===== src/hw/rtl/oate_pkg.sv =====
`default_nettype none
// ----------------------------------------------------------------------------
// oate_pkg
// Shared types and constants for the ordered array table engine: command and
// status codes, the request and response words, and the controller/datapath
// command and status groups.
// ----------------------------------------------------------------------------
package oate_pkg;

    localparam int DEPTH_DEF = 256;

    localparam logic [31:0] INT_MAX = 32'h7FFF_FFFF;

    typedef enum logic [2:0] {
        CMD_PUSH    = 3'd0,
        CMD_INSERT  = 3'd1,
        CMD_PREPEND = 3'd2,
        CMD_POP     = 3'd3,
        CMD_DELETE  = 3'd4,
        CMD_REMOVE  = 3'd5,
        CMD_FIND    = 3'd6,
        CMD_READ    = 3'd7
    } t_cmd_code;

    typedef enum logic [2:0] {
        ST_OK        = 3'd0,
        ST_NOT_FOUND = 3'd1,
        ST_RANGE     = 3'd2,
        ST_FULL      = 3'd3,
        ST_EMPTY     = 3'd4
    } t_status;

    typedef struct packed {
        logic [2:0]         cmd;
        logic signed [31:0] item_value;
        logic [8:0]         position;
    } t_req;

    typedef struct packed {
        logic signed [31:0] read_value;
        logic [7:0]         found_position;
        logic [8:0]         removed_count;
        logic [8:0]         fill_count;
        logic               is_empty;
        logic [2:0]         status;
    } t_rsp;

    // datapath operations, one per cycle
    typedef enum logic [3:0] {
        OP_IDLE,
        OP_LOAD,
        OP_SHR,
        OP_PUT,
        OP_SHL,
        OP_DEC,
        OP_POP,
        OP_COMPACT,
        OP_SETCNT,
        OP_FIND,
        OP_RDPOS,
        OP_RESP
    } t_dp_op;

    typedef enum logic [1:0] {
        RV_ZERO,
        RV_DATA,
        RV_MAX
    } t_rv_sel;

    typedef struct packed {
        t_dp_op  op;
        t_status status;
        t_rv_sel rv_sel;
    } t_dp_ctl;

    typedef struct packed {
        t_cmd_code cmd;
        logic      ins_range;
        logic      del_range;
        logic      full;
        logic      empty;
        logic      shr_done;
        logic      fwd_done;
        logic      hit;
        logic      none_removed;
    } t_dp_stat;

endpackage
`default_nettype wire


===== src/hw/rtl/oate_ctrl.sv =====
`default_nettype none
// ----------------------------------------------------------------------------
// oate_ctrl
// Command sequencer: checks each command but remove and find against the fill
// count, steps the datapath through its walk and issues the response strobe.
// ----------------------------------------------------------------------------
module oate_ctrl
    import oate_pkg::*;
(
    input  wire logic     i_clk,
    input  wire logic     i_rst_n,
    input  wire logic     start,
    input  wire t_dp_stat i_stat,
    output logic          busy,
    output logic          o_done,
    output t_dp_ctl       o_ctl
);

    typedef enum logic [3:0] {
        S_IDLE,
        S_DECODE,
        S_SHR,
        S_PUT,
        S_SHL,
        S_DEC,
        S_POP,
        S_COMPACT,
        S_SETCNT,
        S_FIND,
        S_RDPOS,
        S_RESP
    } t_state;

    t_state  r_state, n_state;
    t_status r_status, n_status;
    t_rv_sel r_rv_sel, n_rv_sel;
    logic    r_done, n_done;

    always_comb begin
        n_state      = r_state;
        n_status     = r_status;
        n_rv_sel     = r_rv_sel;
        n_done       = 1'b0;
        o_ctl.op     = OP_IDLE;
        o_ctl.status = r_status;
        o_ctl.rv_sel = r_rv_sel;
        unique case (r_state)
            S_IDLE: begin
                if (start) begin
                    o_ctl.op = OP_LOAD;
                    n_state  = S_DECODE;
                    n_status = ST_OK;
                    n_rv_sel = RV_ZERO;
                end
            end
            S_DECODE: begin
                unique case (i_stat.cmd) inside
                    CMD_PUSH, CMD_PREPEND: begin
                        if (i_stat.full) begin
                            n_status = ST_FULL;
                            n_state  = S_RESP;
                        end else begin
                            n_state = S_SHR;
                        end
                    end
                    CMD_INSERT: begin
                        if (i_stat.ins_range) begin
                            n_status = ST_RANGE;
                            n_state  = S_RESP;
                        end else if (i_stat.full) begin
                            n_status = ST_FULL;
                            n_state  = S_RESP;
                        end else begin
                            n_state = S_SHR;
                        end
                    end
                    CMD_POP: begin
                        if (i_stat.empty) begin
                            n_status = ST_EMPTY;
                            n_rv_sel = RV_MAX;
                            n_state  = S_RESP;
                        end else begin
                            n_state = S_POP;
                        end
                    end
                    CMD_DELETE: begin
                        if (i_stat.del_range) begin
                            n_status = ST_RANGE;
                            n_state  = S_RESP;
                        end else begin
                            n_state = S_SHL;
                        end
                    end
                    CMD_REMOVE: begin
                        n_state = S_COMPACT;
                    end
                    CMD_FIND: begin
                        n_state = S_FIND;
                    end
                    CMD_READ: begin
                        if (i_stat.del_range) begin
                            n_status = ST_RANGE;
                            n_state  = S_RESP;
                        end else begin
                            n_state = S_RDPOS;
                        end
                    end
                endcase
            end
            S_SHR: begin
                o_ctl.op = OP_SHR;
                if (i_stat.shr_done) begin
                    n_state = S_PUT;
                end
            end
            S_PUT: begin
                o_ctl.op = OP_PUT;
                n_state  = S_RESP;
            end
            S_SHL: begin
                o_ctl.op = OP_SHL;
                if (i_stat.fwd_done) begin
                    n_state = S_DEC;
                end
            end
            S_DEC: begin
                o_ctl.op = OP_DEC;
                n_state  = S_RESP;
            end
            S_POP: begin
                o_ctl.op = OP_POP;
                n_rv_sel = RV_DATA;
                n_state  = S_RESP;
            end
            S_COMPACT: begin
                o_ctl.op = OP_COMPACT;
                if (i_stat.fwd_done) begin
                    n_state = S_SETCNT;
                end
            end
            S_SETCNT: begin
                o_ctl.op = OP_SETCNT;
                n_status = i_stat.none_removed ? ST_NOT_FOUND : ST_OK;
                n_state  = S_RESP;
            end
            S_FIND: begin
                o_ctl.op = OP_FIND;
                if (i_stat.hit) begin
                    n_state = S_RESP;
                end else if (i_stat.fwd_done) begin
                    n_status = ST_NOT_FOUND;
                    n_state  = S_RESP;
                end
            end
            S_RDPOS: begin
                o_ctl.op = OP_RDPOS;
                n_rv_sel = RV_DATA;
                n_state  = S_RESP;
            end
            S_RESP: begin
                o_ctl.op = OP_RESP;
                n_done   = 1'b1;
                n_state  = S_IDLE;
            end
        endcase
    end

    always_ff @(posedge i_clk) begin
        if (!i_rst_n) begin
            r_state  <= S_IDLE;
            r_status <= ST_OK;
            r_rv_sel <= RV_ZERO;
            r_done   <= 1'b0;
        end else begin
            r_state  <= n_state;
            r_status <= n_status;
            r_rv_sel <= n_rv_sel;
            r_done   <= n_done;
        end
    end

    assign busy   = (r_state != S_IDLE);
    assign o_done = r_done;

endmodule
`default_nettype wire


===== config.mk =====
export PLATFORM = sky130hd
export DESIGN_NAME = oate_ctrl
export DESIGN_NICKNAME = d
export VERILOG_FILES = /design/src/hw/rtl/oate_pkg.sv /design/src/hw/rtl/oate_ctrl.sv
export SDC_FILE = /design/constraint.sdc
export NUM_CORES = 1
export LEC_CHECK = 0
export ABC_AREA = 1
export BUFFER_PORTS_ARGS = -buffer_cell sky130_fd_sc_hd__buf_2
export CORE_MARGIN = 2
export CORE_UTILIZATION = 55
export CTS_BUF_LIST = sky130_fd_sc_hd__clkbuf_8
export DETAILED_ROUTE_END_ITERATION = 16
export GPL_TIMING_DRIVEN = 0
export PLACE_DENSITY = 0.83
export RECOVER_POWER = 50
export SKIP_CTS_REPAIR_TIMING = 1
export SYNTH_ARGS = -nofsm -noshare
export SYNTH_HDL_FRONTEND = slang
export SYNTH_SLANG_ARGS = --single-unit

===== constraint.sdc =====
create_clock -name i_clk -period 3.4 [get_ports i_clk]
set_input_delay 0.68 -clock i_clk [delete_from_list [all_inputs] [get_ports i_clk]]
set_output_delay 0.68 -clock i_clk [all_outputs]
set_load 0.02 [all_outputs]

Yosys cells after proc, flatten, opt, wreduce, memory -nomap -nowiden
Cells that the tools add are included.

Register bits: 10. Latch bits: 0. RAM bits: 0. ROM bits: 0. Bits of input ports: 14. Memories: 0.

$add $sub $neg: 0. Multipliers: 0. Div/mod/pow operators: 0. Magnitude comparators: 0. Equality and inequality tests: 30. Shifts and indexed selects: 0. Mux-type cells: 30. Bitwise logic cells: 0. Reductions and logical operators: 12.

Operators by type and width (count): one-hot mux 4 bit (11 select lines) (1); 2-to-1 mux 4 bit (10); one-hot mux 4 bit (8 select lines) (1); one-hot mux 4 bit (7 select lines) (1); one-hot mux 3 bit (4 select lines) (2); 2-to-1 mux 3 bit (7); == test 4 x 3 -> 1 bit (second input constant) (4); == test 4 bit (second input constant) (4); != test 2 bit (second input constant) (8); == test 3 bit (second input constant) (4); != test 3 bit (second input constant) (3); == test 4 x 2 -> 1 bit (second input constant) (2); nonzero test 4 bit (2); AND reduction 7 bit (1); == test 3 x 2 -> 1 bit (second input constant) (2); 2-to-1 mux 2 bit (3); one-hot mux 2 bit (3 select lines) (1); OR reduction 2 bit (3); != test 5 x 4 -> 1 bit (second input constant) (1); AND reduction 5 bit (1); OR reduction 5 bit (1); == test 4 x 1 -> 1 bit (second input constant) (1); logical NOT 4 bit (1); 2-to-1 mux 1 bit (4); other kinds (4) (4).

Logic depth before layout (Yosys ltp)
Gate-level depths: netlist (run 1).

Depth after elaboration: 4. Depth in mapped cells: 11. Gate-level depth less buffers: 11.

Worst setup path before layout (run 1)
OpenSTA, ideal clock, no wires.

Kind: register to output. Start point: register r_state[1]. End point: output o_ctl[5] in the netlist's numbering. Arrival time: 1243 ps. Path slack: 1477 ps. Stages on the path, launching flop included: 6. Cell sequence: dfxtp_1 > nor2_1 > inv_1 > nor2_1 > inv_1 > o211ai_1.

RTL lines: start, declared (line oate_ctrl.sv:34) `t_state r_state, n_state;`; start signal, assigned (line oate_ctrl.sv:175) `r_state <= n_state;`; end, declared (line oate_ctrl.sv:16) `output t_dp_ctl o_ctl`.

==> results.sh, run 1 <==
export IMPL_status="completed"
export IMPL_regArea_um2=200
export IMPL_rsz0062_at_grt="false"
export IMPL_area_delta_synth_final_pct=16.6
export IMPL_die_h_um=45.3
export IMPL_cts_htree_levels=1
export IMPL_grt_max_degree=10
export IMPL_routedWlPerCell_um=11.1
export IMPL_fillers=154
export IMPL_core_area_um2=1560
export IMPL_rows=14
export IMPL_overflow=0
export IMPL_synthTopCellsByArea="nand2_1 (22%), dfxtp_1 (21%), nor2_1 (10%), inv_1 (7.6%), nand3_1 (6.9%)"
export IMPL_fmax_ghz=0.468
export IMPL_ys_flop_type="dfxtp_1"
export IMPL_ys_seq_area_share_pct=21.3
export IMPL_synth_seq_cells=10
export IMPL_skew_ns=0.00189
export IMPL_report_final_hold_viol_count=0
export IMPL_cts_sinks=10
export IMPL_max_vdd_ir_drop_mv=0.336
export IMPL_synthesis_nets=183
export IMPL_critPathKind="reg -> out"
export IMPL_cts_tree="built"
export IMPL_critPathMaxFanout=5
export IMPL_r2r_start="r_state[2]$_SDFFE_PN0P_"
export IMPL_detail_route_iter0_violations=60
export IMPL_syn_inst=169
export IMPL_gp_congestion=0.973
export IMPL_clk_pin_slew_ns=0.04
export IMPL_synth_edff_count=0
export IMPL_fin_crit_sh_pct=62.9
export IMPL_numCtsBuffers=3
export IMPL_die_area_um2=2060
export IMPL_clockPowerShare_pct=15.1
export IMPL_slew_headroom_pct=74.9
export IMPL_seqPwrFrac_pct=24.4
export IMPL_ys_warn_count=0
export IMPL_synth_cell_types=25
export IMPL_synth_most_common_cell="nand2_1"
export IMPL_power_density_nw_per_um2=696
export IMPL_drt_first_pass_iters=5
export IMPL_combPwrFrac_pct=60.4
export IMPL_synth_common_cells="nand2_1 (55), nor2_1 (25), inv_1 (19)"
export IMPL_rr_worst_depth=9
export IMPL_power_share_switching_pct=51.1
export IMPL_min_to="r_status[1]$_SDFFE_PN0P_"
export IMPL_ant_nets=0
export IMPL_first_global_vias=944
export IMPL_synth_top_area_share_pct=22.0
export IMPL_syn_area_um2=940
export IMPL_drive_above_1_share_pct=19.0
export IMPL_diodes=0
export IMPL_clock_path_buffers=2
export IMPL_grt_antenna_before_repair=0
export IMPL_ios=25
export IMPL_min_from="r_status[1]$_SDFFE_PN0P_"
export IMPL_cp_start_kind="register"
export IMPL_drc_errors=0
export IMPL_p_sw_mw=0.390
export IMPL_yosysTopAreaCell="nand2_1"
export IMPL_multi_input_area_um2=622
export IMPL_grt_pass1_wl_um=4000
export IMPL_wl_um=2350
export IMPL_required_ns=2.72
export IMPL_power_leakage_nw=0.592
export IMPL_maxCapViolations=0
export IMPL_io_buffers=23
export IMPL_post_route_util_pct=70.3
export IMPL_tightest_slew_ns=0.373
export IMPL_grt_util_all_layers_pct=26.0
export IMPL_die_w_um=45.3
export IMPL_hp_class="reg -> reg"
export IMPL_async_reset_ff_share_pct=0
export IMPL_dr_total_vias=1131
export IMPL_finalSetupViolCount=0
export IMPL_start_util_pct=60.3
export IMPL_cts_root_buffer="clkbuf_8"
export IMPL_place_hpwl_um=1980
export IMPL_rrSetupSlack_ns=1.68
export IMPL_post_route_min_period_ns=2.14
export IMPL_fin_setup_tns_ns=0
export IMPL_nets=211
export IMPL_worstSkewPairLatency_ns=0.23
export IMPL_end_kind="primary output"
export IMPL_worstPathArrival_ns=1.46
export IMPL_maxSlewViolCount=0
export IMPL_r2r_end="r_state[3]$_SDFFE_PN0P_"
export IMPL_hold_depth=2
export IMPL_via_per_inst=5.36
export IMPL_synth_area_per_cell_um2=5.56
export IMPL_p_int_mw=0.373
area by class of cell:
class	instances	share of cell area [%]
Multi-Input combinational cell	133	56.7
Sequential cell	10	18.3
Buffer	1	1.03
Tap cell	16	1.83
Timing Repair Buffer	23	9.82
Clock buffer	3	3.77
Inverter	25	8.56
registers in the layout, summed over array words and instances, names as in the netlist:
signal / flops
o_done: 1
r_status: 3
r_rv_sel: 2
r_state: 4
cell usage in the layout (no fill, tap or decap):
| master | netlist | routed |
|---|---|---|
| a21boi_0 | 1 | 1 |
| a21oi_1 | 9 | 9 |
| a21oi_2 | 1 | 1 |
| a31oi_1 | 1 | 1 |
| buf_2 | 0 | 17 |
| buf_6 | 1 | 1 |
| clkbuf_1 | 0 | 6 |
| clkbuf_8 | 0 | 3 |
| dfxtp_1 | 10 | 10 |
| inv_1 | 19 | 20 |
| inv_2 | 6 | 5 |
| nand2_1 | 55 | 55 |
| nand2_2 | 4 | 4 |
| nand3_1 | 13 | 13 |
| nand3_2 | 1 | 1 |
| nand4_1 | 4 | 4 |
| nor2_1 | 25 | 26 |
| nor2_2 | 1 | 1 |
| nor2_4 | 3 | 2 |
| nor3_1 | 1 | 2 |
| nor3_4 | 1 | 1 |
| o211ai_1 | 2 | 2 |
| o21a_1 | 1 | 1 |
| o21ai_0 | 6 | 6 |
| o21ai_1 | 1 | 1 |
| or2_1 | 1 | 1 |
| or2_2 | 1 | 1 |
cells by family (layout without fill, tap and decap cells):
family          after synthesis  in the layout  share of synthesized area [%]
compound gates               22             22                           13.3
simple gates                111            111                           54.2
flops                        10             10                           21.3
buf+inv                      26             52                           11.2
critical path, cell delays in order, from the launching register on:
cell	delay, ns
dfxtp_1	0.38
inv_1	0.21
nand2_1	0.13
nor2_1	0.11
inv_1	0.07
o211ai_1	0.15
buf_2	0.19
worst max path at each step:
stage	start	end	slack (ns)
global route	r_state[1]$_SDFFE_PN0P_	o_ctl[5]	1.09
CTS	r_state[1]$_SDFFE_PN0P_	o_ctl[5]	1.26
global placement	r_state[1]$_SDFFE_PN0P_	o_ctl[5]	1.52
finish	r_state[2]$_SDFFE_PN0P_	o_ctl[5]	1.26
detailed placement	r_state[1]$_SDFFE_PN0P_	o_ctl[5]	1.52
floorplan	r_state[1]$_SDFFE_PN0P_	o_ctl[5]	1.48
per-stage QoR:
step                      std cells  setup WS (ns)  hold WS (ns)  cell area, µm²  power, mW
after global routing            211           1.09         0.477            1100      0.843
after global placement          208           1.52         0.429            1070      0.651
after detailed placement        208           1.52         0.432            1070      0.658
after CTS                       211           1.26         0.439            1120      0.777
after floorplan                 169           1.48         0.501             940      0.538
final                           211           1.26         0.439            1100      0.763
power by group through the flow:
stage	clock network (mW)	logic [mW]	registers, mW
2_1_floorplan	0	0.343	0.196
3_3_place_gp	0	0.465	0.186
3_5_place_dp	0	0.473	0.186
4_1_cts	0.118	0.474	0.185
5_1_grt	0.128	0.525	0.191
6_report	0.115	0.461	0.186
per-layer routing:
metal / vias up / global-route usage [%] / routed length (µm)
li1: 590 / - / -
met1: 492 / 38.7 / 1130
met2: 47 / 41.1 / 1040
met3: 2 / 1.20 / 174
met4: 0 / 5.29 / 7
met5: - / 0 / 0
No activity file was read; power rests on OpenSTA's default activity.
==> run 2: changes to the inputs <==
Settings changed: CORE_UTILIZATION 55 to 54, PLACE_DENSITY 0.83 to 0.82.
Clock period 3.4 ns to 2.2 ns, I/O delays scaled along.
==> results.sh, run 2 (same netlist as run 1, synthesis figures left out) <==
export IMPL_status="completed"
export IMPL_required_ns=1.76
export IMPL_hp_class="reg -> reg"
export IMPL_largest_register="r_state"
export IMPL_ios=25
export IMPL_die_area_um2=2090
export IMPL_worstSkewPairLatency_ns=0.23
export IMPL_worstPathCellList="nor2_1, inv_1, nor2_1, inv_1, o211ai_1, buf_2"
export IMPL_post_route_min_period_ns=1.90
export IMPL_min_from="r_status[1]$_SDFFE_PN0P_"
export IMPL_cts_htree_levels=1
export IMPL_maxCapViolations=0
export IMPL_wl_um=2440
export IMPL_critPathSlowestCell="dfxtp_1"
export IMPL_cts_sinks=10
export IMPL_fin_crit_sh_pct=86.4
export IMPL_rows=15
export IMPL_place_ws_ns=0.548
export IMPL_cp_start_kind="register"
export IMPL_end_kind="primary output"
export IMPL_cts_root_buffer="clkbuf_8"
export IMPL_detail_route_iter0_violations=42
export IMPL_grt_pass1_wl_um=3750
export IMPL_area_delta_synth_final_pct=17.3
export IMPL_fin_setup_tns_ns=0
export IMPL_skew_ns=0.00370
export IMPL_core_area_um2=1690
export IMPL_io_buffers=23
export IMPL_numCtsBuffers=3
export IMPL_report_final_hold_viol_count=0
export IMPL_rsz0062_at_grt="false"
export IMPL_tightest_slew_ns=0.402
export IMPL_die_w_um=45.7
export IMPL_r2r_end="r_state[1]$_SDFFE_PN0P_"
export IMPL_max_vdd_ir_drop_mv=0.650
export IMPL_gp_congestion=0.923
export IMPL_maxSlewViolCount=0
export IMPL_slowest_delay_ns=0.38
export IMPL_grt_util_all_layers_pct=24.3
export IMPL_final_common_cell="nand2_1"
export IMPL_via_per_inst=5.34
export IMPL_finalSetupViolCount=0
export IMPL_power_leakage_nw=0.592
export IMPL_drt_first_pass_iters=4
export IMPL_die_h_um=45.7
export IMPL_nets=211
export IMPL_grt_max_degree=10
export IMPL_r2r_start="r_state[1]$_SDFFE_PN0P_"
export IMPL_first_global_vias=909
export IMPL_place_hpwl_um=1950
export IMPL_critPathKind="reg -> out"
export IMPL_fmax_ghz=0.526
export IMPL_worstPathArrival_ns=1.46
export IMPL_power_density_nw_per_um2=1080
export IMPL_dr_total_vias=1133
export IMPL_rrSetupSlack_ns=0.59
export IMPL_drc_errors=0
export IMPL_routedWlPerCell_um=11.5
export IMPL_cts_tree="built"
export IMPL_largest_reg_flops=4
export IMPL_start_util_pct=55.6
export IMPL_rr_worst_depth=8
export IMPL_critPathMaxFanout=6
export IMPL_fillers=177
export IMPL_mostFrequentLayoutCells="nand2_1 (55), nor2_1 (26), inv_1 (20)"
export IMPL_clk_pin_slew_ns=0.05
export IMPL_clock_path_buffers=2
export IMPL_overflow=0
export IMPL_diodes=0
export IMPL_min_to="r_status[1]$_SDFFE_PN0P_"
export IMPL_grt_antenna_before_repair=0
export IMPL_top_regs="r_state (4), r_status (3), r_rv_sel (2)"
export IMPL_drive_above_1_share_pct=19.0
export IMPL_setup_slack_ns=0.299
export IMPL_cp_startpoint="r_state[1]$_SDFFE_PN0P_"
export IMPL_hold_depth=2
export IMPL_ant_nets=0
export IMPL_slew_headroom_pct=73.0
[run 2: cell types whose count changed in the layout (fill, tap and decap cells not counted)]
| cell | delta |
|---|---|
| nor2_2 | -1 |
| nor2_4 | +1 |
[run 2: worst max path at each step]
stage               endpoint  slack (ns)  cells past startpoint
floorplan           o_ctl[5]        0.52                      5
global placement    o_ctl[5]        0.56                      6
detailed placement  o_ctl[5]        0.55                      6
CTS                 o_ctl[5]        0.30                      6
global route        o_ctl[5]        0.19                      6
finish              o_ctl[5]        0.30                      6
[run 2: critical path, delay by kind of cell, from the launching register on]
kind	cells	cell delay (ns)
flip-flops	1	0.38
buffers and inverters	3	0.35
AO/OA/AOI/OAI	1	0.14
AND/OR/NAND/NOR	2	0.36
[run 2: per-stage QoR]
stage	util (%)	std cells	hold WS (ns)	power [mW]	cell area (µm²)
after floorplan	-	169	0.501	0.832	940
after global placement	63.7	209	0.429	1.01	1080
after detailed placement	63.7	209	0.443	1.02	1080
after CTS	66.1	212	0.453	1.21	1120
after global routing	65.3	212	0.492	1.29	1100
final	65.3	212	0.452	1.20	1100
[run 2: report_power, final]
group	internal, mW	switching (mW)
Clock	0.119	0.0626
Combinational	0.232	0.493
Sequential	0.228	0.0606
[run 2: final cells by class]
class | instances | area, µm² | area share [%]
Multi-Input combinational cell | 133 | 627 | 56.9
Sequential cell | 10 | 200 | 18.2
Timing Repair Buffer | 23 | 108 | 9.76
Inverter | 25 | 93.8 | 8.51
Clock buffer | 3 | 41.3 | 3.75
Tap cell | 17 | 21.3 | 1.93
Buffer | 1 | 11.3 | 1.02
[run 2: routing by layer]
layer	vias to the layer above	part of all wire (%)	global-route usage, %
met2	45	53	45.4
met4	0	0	3.43
met3	0	5.5	3.57
met1	499	42	29.8
li1	589	-	-
met5	-	0	0
